File: src/design/hst_pkg.sv
// ----------------------------------------------------------------------------
// hst_pkg
// types and constants of the swing heading tracker
// ----------------------------------------------------------------------------
`default_nettype none

package hst_pkg;

	typedef logic signed [9:0] smp_t;
	typedef logic signed [2:0] head_t;

	typedef struct packed {
		head_t heading;
		logic  center;
	} axis_out_t;

	typedef enum logic [1:0] {
		ST_IDLE,
		ST_SWEEP,
		ST_DONE
	} st_t;

	localparam int CFG_IDX_W = 3;
	localparam int CFG_DATA_W = 16;

	localparam logic [CFG_IDX_W-1:0] REG_DAMPING  = 3'd0;
	localparam logic [CFG_IDX_W-1:0] REG_INVERT_X = 3'd1;
	localparam logic [CFG_IDX_W-1:0] REG_INVERT_Y = 3'd2;
	localparam logic [CFG_IDX_W-1:0] REG_INVERT_Z = 3'd3;
	localparam logic [CFG_IDX_W-1:0] REG_CYCLE    = 3'd4;

	localparam logic [15:0] CYCLE_RESET = 16'd1500;
	localparam int SWEEP_EDGE = 20;
	localparam int MID_RANK   = 50;
	localparam int FULL_RANK  = 100;

	localparam smp_t  SMP_MISSING = -10'sd1;
	localparam head_t HEAD_LEFT   = -3'sd2;
	localparam head_t HEAD_CLEFT  = -3'sd1;
	localparam head_t HEAD_STEADY = 3'sd0;
	localparam head_t HEAD_CRIGHT = 3'sd1;
	localparam head_t HEAD_RIGHT  = 3'sd2;

endpackage

`default_nettype wire

File: src/design/accel_swing_heading_tracker.sv
// ----------------------------------------------------------------------------
// accel_swing_heading_tracker
// swing heading from a sliding window of x/y/z accelerometer samples
// ----------------------------------------------------------------------------
// usage
//   s_* takes one sample transfer: x, y, z (10 bit signed) and a 32 bit tick.
//   m_* returns one result per sample: three headings, three sticky center
//   flags and a missing-sensor flag.
//   cfg_we/cfg_idx/cfg_data write damping limit, per-axis invert and the
//   swing timeout; write only while no sample is in flight.
// timing
//   the windows sit in a row of WINDOW cells; a sample shifts in at the head
//   and a sweep walks the row one cell per cycle, and the result is registered
//   at the end of the sweep. a new sample is taken only once the previous
//   result has moved into the result register. a sample with all axes at -1
//   skips the sweep and goes straight to the result register.
// reset
//   windows, headings, center flags and tick marks clear; the swing starts
//   expecting a right extreme; cycle limit returns to 1500.
// stall
//   the result register holds until m_tready; a next sample can be taken and
//   swept meanwhile, and waits at the end of the sweep for the register.
// ----------------------------------------------------------------------------
`default_nettype none

module accel_swing_heading_tracker #(
	parameter int WINDOW = 16,
	localparam int CNT_W = $clog2(WINDOW + 1)
) (
	input  logic                             clk,
	input  logic                             arst_n,
	input  logic                             s_tvalid,
	output logic                             s_tready,
	// sample_x, sample_y, sample_z, now_ticks, zero fill
	input  logic [63:0]                      s_tdata,
	output logic                             m_tvalid,
	input  logic                             m_tready,
	// heading_x, heading_y, heading_z, center_x, center_y, center_z,
	// sensor_missing, zero fill
	output logic [15:0]                      m_tdata,
	input  logic                             cfg_we,
	input  logic [hst_pkg::CFG_IDX_W-1:0]    cfg_idx,
	input  logic [hst_pkg::CFG_DATA_W-1:0]   cfg_data
);
	import hst_pkg::*;

	st_t  st_q;
	st_t  st_d;
	logic s_acc;
	logic smp_missing;
	logic finish;
	logic m_tvalid_q;
	logic miss_q;
	logic miss_out_q;
	logic start_q;

	smp_t [2:0]  smp_in;
	smp_t [2:0]  val_q;
	logic [31:0] now_q;

	logic [9:0]  damp_q;
	logic [2:0]  inv_q;
	logic [15:0] cyc_q;

	smp_t [2:0]            ent  [0:WINDOW-1];
	logic                  wv   [0:WINDOW];
	smp_t [2:0]            wval [0:WINDOW];
	smp_t [2:0]            wlo  [0:WINDOW];
	smp_t [2:0]            whi  [0:WINDOW];
	logic [2:0][CNT_W-1:0] wcnt [0:WINDOW];

	axis_out_t [2:0] axr;

	assign smp_in[0]   = s_tdata[9:0];
	assign smp_in[1]   = s_tdata[19:10];
	assign smp_in[2]   = s_tdata[29:20];
	assign smp_missing = (smp_in[0] == SMP_MISSING) && (smp_in[1] == SMP_MISSING) &&
		(smp_in[2] == SMP_MISSING);
	assign s_acc       = s_tvalid && s_tready;

	// control outputs
	always_comb begin
		s_tready = 1'b0;
		finish   = 1'b0;
		case (st_q)
			ST_IDLE: begin
				s_tready = 1'b1;
			end
			ST_DONE: begin
				finish = !m_tvalid_q || m_tready;
			end
			default: begin
			end
		endcase
	end

	// next state
	always_comb begin
		st_d = st_q;
		case (st_q)
			ST_IDLE: begin
				if (s_acc) begin
					st_d = smp_missing ? ST_DONE : ST_SWEEP;
				end
			end
			ST_SWEEP: begin
				if (wv[WINDOW]) begin
					st_d = ST_DONE;
				end
			end
			ST_DONE: begin
				if (finish) begin
					st_d = ST_IDLE;
				end
			end
			default: begin
				st_d = ST_IDLE;
			end
		endcase
	end

	always_ff @(posedge clk or negedge arst_n) begin
		if (!arst_n) begin
			st_q       <= ST_IDLE;
			m_tvalid_q <= 1'b0;
			miss_q     <= 1'b0;
			miss_out_q <= 1'b0;
			start_q    <= 1'b0;
		end else begin
			st_q    <= st_d;
			start_q <= s_acc && !smp_missing;
			if (s_acc) begin
				miss_q <= smp_missing;
			end
			if (finish) begin
				m_tvalid_q <= 1'b1;
				miss_out_q <= miss_q;
			end else if (m_tready) begin
				m_tvalid_q <= 1'b0;
			end
		end
	end

	always_ff @(posedge clk) begin
		if (s_acc) begin
			val_q <= smp_in;
			now_q <= s_tdata[61:30];
		end
	end

	// configuration registers
	always_ff @(posedge clk or negedge arst_n) begin
		if (!arst_n) begin
			damp_q <= '0;
			inv_q  <= '0;
			cyc_q  <= CYCLE_RESET;
		end else if (cfg_we) begin
			case (cfg_idx)
				REG_DAMPING:  damp_q   <= cfg_data[9:0];
				REG_INVERT_X: inv_q[0] <= cfg_data[0];
				REG_INVERT_Y: inv_q[1] <= cfg_data[0];
				REG_INVERT_Z: inv_q[2] <= cfg_data[0];
				REG_CYCLE:    cyc_q    <= cfg_data[15:0];
				default: begin
				end
			endcase
		end
	end

	// head of the sweep
	assign ent[0]  = smp_in;
	assign wv[0]   = start_q;
	assign wval[0] = val_q;
	assign wlo[0]  = val_q;
	assign whi[0]  = val_q;
	assign wcnt[0] = '0;

	for (genvar k = 0; k < WINDOW; k++) begin : g_cell
		if (k < WINDOW - 1) begin : g_mid
			hst_cell #(.WINDOW(WINDOW)) u_cell (
				.clk       (clk),
				.arst_n    (arst_n),
				.shift     (s_acc && !smp_missing),
				.entry_in  (ent[k]),
				.entry_out (ent[k+1]),
				.v_in      (wv[k]),
				.val_in    (wval[k]),
				.lo_in     (wlo[k]),
				.hi_in     (whi[k]),
				.cnt_in    (wcnt[k]),
				.v_out     (wv[k+1]),
				.val_out   (wval[k+1]),
				.lo_out    (wlo[k+1]),
				.hi_out    (whi[k+1]),
				.cnt_out   (wcnt[k+1])
			);
		end else begin : g_last
			hst_cell #(.WINDOW(WINDOW)) u_cell (
				.clk       (clk),
				.arst_n    (arst_n),
				.shift     (s_acc && !smp_missing),
				.entry_in  (ent[k]),
				.entry_out (),
				.v_in      (wv[k]),
				.val_in    (wval[k]),
				.lo_in     (wlo[k]),
				.hi_in     (whi[k]),
				.cnt_in    (wcnt[k]),
				.v_out     (wv[k+1]),
				.val_out   (wval[k+1]),
				.lo_out    (wlo[k+1]),
				.hi_out    (whi[k+1]),
				.cnt_out   (wcnt[k+1])
			);
		end
	end

	for (genvar a = 0; a < 3; a++) begin : g_axis
		hst_axis #(.WINDOW(WINDOW)) u_axis (
			.clk    (clk),
			.arst_n (arst_n),
			.upd    (finish && !miss_q),
			.lo     (wlo[WINDOW][a]),
			.hi     (whi[WINDOW][a]),
			.cnt    (wcnt[WINDOW][a]),
			.damp   (damp_q),
			.inv    (inv_q[a]),
			.cyc    (cyc_q),
			.now    (now_q),
			.res    (axr[a])
		);
	end

	assign m_tvalid = m_tvalid_q;
	assign m_tdata  = {3'b000, miss_out_q, axr[2].center, axr[1].center, axr[0].center,
		axr[2].heading, axr[1].heading, axr[0].heading};

endmodule

`default_nettype wire

File: src/design/hst_cell.sv
// ----------------------------------------------------------------------------
// hst_cell
// one window slot for all three axes plus one step of the min/max/rank sweep
// ----------------------------------------------------------------------------
`default_nettype none

module hst_cell #(
	parameter int WINDOW = 16,
	localparam int CNT_W = $clog2(WINDOW + 1)
) (
	input  logic                          clk,
	input  logic                          arst_n,
	input  logic                          shift,
	input  hst_pkg::smp_t [2:0]           entry_in,
	output hst_pkg::smp_t [2:0]           entry_out,
	input  logic                          v_in,
	input  hst_pkg::smp_t [2:0]           val_in,
	input  hst_pkg::smp_t [2:0]           lo_in,
	input  hst_pkg::smp_t [2:0]           hi_in,
	input  logic [2:0][CNT_W-1:0]         cnt_in,
	output logic                          v_out,
	output hst_pkg::smp_t [2:0]           val_out,
	output hst_pkg::smp_t [2:0]           lo_out,
	output hst_pkg::smp_t [2:0]           hi_out,
	output logic [2:0][CNT_W-1:0]         cnt_out
);
	import hst_pkg::*;

	smp_t [2:0]            entry_q;
	smp_t [2:0]            lo_d;
	smp_t [2:0]            hi_d;
	logic [2:0][CNT_W-1:0] cnt_d;
	logic                  v_q;
	smp_t [2:0]            val_q;
	smp_t [2:0]            lo_q;
	smp_t [2:0]            hi_q;
	logic [2:0][CNT_W-1:0] cnt_q;

	always_ff @(posedge clk or negedge arst_n) begin
		if (!arst_n) begin
			entry_q <= '0;
			v_q     <= 1'b0;
		end else begin
			v_q <= v_in;
			if (shift) begin
				entry_q <= entry_in;
			end
		end
	end

	always_comb begin
		for (int a = 0; a < 3; a++) begin
			lo_d[a] = ($signed(entry_q[a]) < $signed(lo_in[a])) ? entry_q[a] : lo_in[a];
			hi_d[a] = ($signed(entry_q[a]) > $signed(hi_in[a])) ? entry_q[a] : hi_in[a];
			cnt_d[a] = cnt_in[a] +
				CNT_W'($signed(val_in[a]) >= $signed(entry_q[a]));
		end
	end

	always_ff @(posedge clk) begin
		val_q <= val_in;
		lo_q  <= lo_d;
		hi_q  <= hi_d;
		cnt_q <= cnt_d;
	end

	assign entry_out = entry_q;
	assign v_out     = v_q;
	assign val_out   = val_q;
	assign lo_out    = lo_q;
	assign hi_out    = hi_q;
	assign cnt_out   = cnt_q;

endmodule

`default_nettype wire

File: src/design/hst_axis.sv
// ----------------------------------------------------------------------------
// hst_axis
// heading decision and swing state of one axis
// ----------------------------------------------------------------------------
`default_nettype none

module hst_axis #(
	parameter int WINDOW = 16,
	localparam int CNT_W = $clog2(WINDOW + 1)
) (
	input  logic                  clk,
	input  logic                  arst_n,
	input  logic                  upd,
	input  hst_pkg::smp_t         lo,
	input  hst_pkg::smp_t         hi,
	input  logic [CNT_W-1:0]      cnt,
	input  logic [9:0]            damp,
	input  logic                  inv,
	input  logic [15:0]           cyc,
	input  logic [31:0]           now,
	output hst_pkg::axis_out_t    res
);
	import hst_pkg::*;

	localparam int PW = CNT_W + 7;
	localparam logic [PW-1:0] TH_LEFT  = PW'((SWEEP_EDGE + 1) * WINDOW);
	localparam logic [PW-1:0] TH_MID   = PW'((MID_RANK + 1) * WINDOW);
	localparam logic [PW-1:0] TH_RIGHT = PW'((FULL_RANK - SWEEP_EDGE + 1) * WINDOW);

	head_t       held_q;
	logic        exp_right_q;
	logic [31:0] last_q;
	logic        center_q;

	logic signed [10:0] span;
	logic [PW-1:0]      scaled;
	head_t              h_raw;
	head_t              h_inv;
	head_t              h_fin;
	logic               hit;
	logic [31:0]        elapsed;
	logic               flip;

	always_comb begin
		span    = {hi[9], hi} - {lo[9], lo};
		scaled  = PW'(cnt) * PW'(FULL_RANK);
		elapsed = now - last_q;
		if ($unsigned(span) <= {1'b0, damp}) begin
			h_raw = HEAD_STEADY;
		end else if (scaled < TH_LEFT) begin
			h_raw = HEAD_LEFT;
		end else if (scaled < TH_MID) begin
			h_raw = HEAD_CLEFT;
		end else if (scaled < TH_RIGHT) begin
			h_raw = HEAD_CRIGHT;
		end else begin
			h_raw = HEAD_RIGHT;
		end
		h_inv = inv ? -h_raw : h_raw;
		flip  = ((h_inv < 0) && (held_q > 0)) || ((h_inv > 0) && (held_q < 0));
		hit   = exp_right_q ? (h_inv == HEAD_RIGHT) : (h_inv == HEAD_LEFT);
		h_fin = (hit && (elapsed > {16'd0, cyc})) ? HEAD_STEADY : h_inv;
	end

	always_ff @(posedge clk or negedge arst_n) begin
		if (!arst_n) begin
			held_q      <= HEAD_STEADY;
			exp_right_q <= 1'b1;
			last_q      <= '0;
			center_q    <= 1'b0;
		end else if (upd) begin
			held_q <= h_fin;
			if (flip) begin
				center_q <= 1'b1;
			end
			if (hit) begin
				exp_right_q <= !exp_right_q;
				last_q      <= now;
			end
		end
	end

	assign res.heading = held_q;
	assign res.center  = center_q;

endmodule

`default_nettype wire

File: config.mk
export PLATFORM = sky130hd
export DESIGN_NAME = accel_swing_heading_tracker
export DESIGN_NICKNAME = d
export VERILOG_FILES = /design/src/design/hst_pkg.sv /design/src/design/accel_swing_heading_tracker.sv /design/src/design/hst_cell.sv /design/src/design/hst_axis.sv
export SDC_FILE = /design/constraint.sdc
export NUM_CORES = 2
export LEC_CHECK = 0
export ABC_AREA = 1
export BUFFER_PORTS_ARGS = -buffer_cell sky130_fd_sc_hd__buf_2
export CAP_MARGIN = 10
export CORE_ASPECT_RATIO = 1.75
export CORE_MARGIN = 3
export CORE_UTILIZATION = 55
export CTS_BUF_LIST = sky130_fd_sc_hd__clkbuf_2
export DETAILED_ROUTE_END_ITERATION = 8
export HOLD_SLACK_MARGIN = 0.12
export MAX_ROUTING_LAYER = met4
export PLACE_DENSITY = 0.71
export RECOVER_POWER = 50
export SLEW_MARGIN = 20
export SYNTH_ARGS = -nofsm -noshare
export SYNTH_HDL_FRONTEND = slang
export SYNTH_SLANG_ARGS = --single-unit
File: constraint.sdc
create_clock -name clk -period 5.55 [get_ports clk]
set_clock_uncertainty 0.05 [all_clocks]
set_input_delay 1.3875 -clock clk [delete_from_list [all_inputs] [get_ports clk]]
set_output_delay 1.3875 -clock clk [all_outputs]
set_load 0.03 [all_outputs]
==> flow_summary.toml <==
[placement]
placed_cell_area_sq_um = 119000
portBuffers = 100
gp_congestion = 0.966
dpl.hpwl_microns = 203000

[global_route]
grt_pass1_vias = 88000
grtUsageTotal_pct = 24.8
antenna_found_initial = 5
grt.overflow.total = 0
grt_pass1_wl_microns = 424000
grt_start_max_net_pins = 197

[routing]
wl_met1_microns = 98200
maxUsedRoutingLayer = "met4"
avgRoutedWirePerCell_microns = 15.0
wirelength_microns = 261000
route.antenna.remaining_nets = 0
drtIter0Drc = 3657
via_per_inst = 5.03
wl_met3_microns = 8040
vias = 87700
dr_wl_met2_microns = 140000
drtPass1Iterations = 6
drc = 0

[synth]
synth.avg_cell_area_sq_um = 8.40
synth_ff_type = "dfxtp_1"
seq_area_frac_synth_pct = 43.7
syn_inst = 13700
synthXorXnorAreaFrac_pct = 1.69
synth_top_family_by_area = "adder cells"
synth-compound-area-share_pct = 12.9
synth_mux_area_share_pct = 0
synth_seq_cells = 2324
synthAdderAreaFrac_pct = 18.4
syn_area_sq_um = 115000
synth_edf_count = 62
ys_async_sr_fraction_pct = 27.6
ys_types = 55
synthSimpleGateAreaFrac_pct = 15.0
yosys_warnings = 0

[min_path]
hp-start = "g_cell[6].g_mid.u_cell.val_out[26]"
min_to = "g_cell[7].g_mid.u_cell.val_out[26]"
hold_path_class = "flop to flop"
min_path_cells = 0

[outcome]
status = "finished, violations left"
failed_checks = "capacitance limit, slew limit"

[sta]
min_period_ns = 5.03
whs_ns = 0.238
hold_viol = 0
fmax_ghz = 0.199
drv_slew = 136
rsz0062_at_grt = "false"
tns_ns = 0
tightest_slew_ns = 4.80
finalCritPeriodShare_pct = 90.7
relSlewSlack_pct = -220
timing.final.setup_violations = 0

[critical_path]
ff2ff_path_depth = 30
cp_max_fo = 76
startpoint_type = "input pin"
r2r_end = "g_axis[0].u_axis.held_q[2]"
cpLargestDelayFamily = "buffers and inverters"
worstPathRequired_ns = 6.03
critPathMaxStageDelay_ns = 3.24
crit_arrival_ns = 5.51
worstSetupPathType = "input pin to asynchronous set/reset pin"
timing.rr.start = "g_cell[15].g_last.u_cell.lo_out[1]"
cp.buffers_inverters = 2
crit_path_end_kind = "asynchronous set/reset pin"
r2r_slack_ns = 0.63
cp_cell_sequence = "dlygate4sd3_1 -> dlymetal6s4s_1"
cp_slowest_cell = "dlymetal6s4s_1"

[clock_network]
cts_htree_levels = 6
post_cts_buffers = 0
root_buffer = "clkbuf_2"
clkLatencyLatePin_ns = 1.65
clock_sinks = 2324
clkSlewWorstSetupHoldPaths_ns = 0.10
cts_buffers = 527
cts_tree = "built"
clock_path_buffers = 4

[floorplanning]
pin_count = 106
die_x_microns = 352
design.core.area_sq_um = 208000
initial_core_util_pct = 55.5
die_y_microns = 612
dieArea_sq_um = 215000
rows = 221

[final_layout]
multi_input_area_sq_um = 55400
layout_common_cells = "2995 x nand2_1, 2182 x inv_1, 1677 x ha_1"
drive_above_1_share_pct = 6.96
final_area_sq_um = 125000
fillers = 19000
seq_area_sq_um = 50400
finalNetCount = 16000
area_growth_pct = 8.33
final_common_cell = "nand2_1"

[job]
maxCapViolCount = 2
-- cells in the mapped netlist (28+ instances only) --
cell       number  area share (%)
a21boi_0       71            0.46
a21o_1         34            0.22
a21oi_1       600             2.6
buf_2          31            0.13
clkbuf_1      277            0.90
dfrtp_1       632              14
dfxtp_1      1620              28
edfxtp_1       62             1.6
ha_1         1677              18
inv_1        2182             7.1
nand2_1      2996             9.8
nand3_1       407             1.8
nand3b_1       50            0.33
nand4_1       129            0.70
nor2_1        535             1.7
nor3_1         47            0.20
nor4_1         32            0.17
o2111ai_1      29            0.22
o211ai_1       78            0.51
o21a_1         73            0.48
o21ai_0      1655             7.2
o22ai_1        28            0.15
o31ai_1        41            0.27
xnor2_1        98            0.74
xor2_1        124            0.94
-- cell type report --
type / count / share of cell area, %
multi-input combinational: 8887 / 44.3
sequential: 2324 / 40.3
inverter: 2185 / 6.57
clock buffer: 769 / 3.08
tap: 2787 / 2.79
timing repair buffer: 298 / 1.73
clock inverter: 180 / 1.13
antenna: 9 / 0.0180
-- worst register-to-register path: cells and delay by family (launching register included) --
family | cells | cell delay (ns)
adder cells (fa/ha/maj) | 3 | 0.71
AND/OR/NAND/NOR | 18 | 2.04
AO/OA/AOI/OAI | 5 | 0.96
buffers and inverters | 3 | 0.49
XOR/XNOR | 1 | 0.17
flip-flops | 1 | 0.38
-- kinds of logic after synthesis --
family	count (synthesis)
flops	2324
fa+ha+maj	1686
other cells	1
simple gates	4252
compound gates	2724
xor+xnor	222
buf+inv	2518
-- metal layers --
layer / up-vias / GRT usage (%)
li1: 46200 / -
met1: 39200 / 24.2
met2: 1505 / 47.4
met3: 792 / 2.95
met4: 0 / 13.4
met5: - / -
-- flip-flops by register name (all words and copies together), names as in the netlist, 9 cells and up --
register,count
cyc_q,16
damp_q,10
g_axis.u_axis.held_q,9
g_axis.u_axis.last_q,96
g_cell.g_last.u_cell.cnt_out,15
g_cell.g_last.u_cell.entry_out,30
g_cell.g_last.u_cell.hi_out,30
g_cell.g_last.u_cell.lo_out,30
g_cell.g_mid.u_cell.cnt_out,195
g_cell.g_mid.u_cell.entry_out,450
g_cell.g_mid.u_cell.hi_out,450
g_cell.g_mid.u_cell.lo_out,450
g_cell.g_mid.u_cell.v_out,15
g_cell.g_mid.u_cell.val_out,450
now_q,32
val_q,30
-- per-stage QoR --
stage                     util (%)  setup WS, ns  std cells
after global routing          60.1        0.0197      17400
after floorplan                  -          1.68      13700
after global placement        57.3         0.510      16400
after detailed placement      57.3         0.454      16400
after CTS                     60.2         0.330      17400
final                         60.1         0.519      17400
-- worst max path at each step --
stage	from	end	slack [ns]	depth (start not counted)
after global placement	g_cell[15].g_last.u_cell.lo_out[12]	g_axis[1].u_axis.last_q[23]	0.51	31
after global routing	g_cell[15].g_last.u_cell.lo_out[2]	g_axis[0].u_axis.held_q[2]	0.02	30
final	arst_n	g_cell[9].g_mid.u_cell.entry_out[18]	0.52	2
after CTS	g_cell[15].g_last.u_cell.lo_out[12]	g_axis[1].u_axis.last_q[27]	0.33	31
after detailed placement	g_cell[15].g_last.u_cell.lo_out[12]	g_axis[1].u_axis.last_q[22]	0.45	31
after floorplan	g_cell[15].g_last.u_cell.lo_out[22]	g_axis[2].u_axis.last_q[1]	1.68	32
-- repair_timing --
action / CTS / global route
setup endpoints to repair: 0 / 26
gates resized for setup: 0 / 1
hold buffers: 89 / 0
endpoints found under the hold margin: 222 / 0
Power is left out: the tool's default activity adds up to more than one toggle a clock period on the data nets, which glitch-free logic cannot reach.
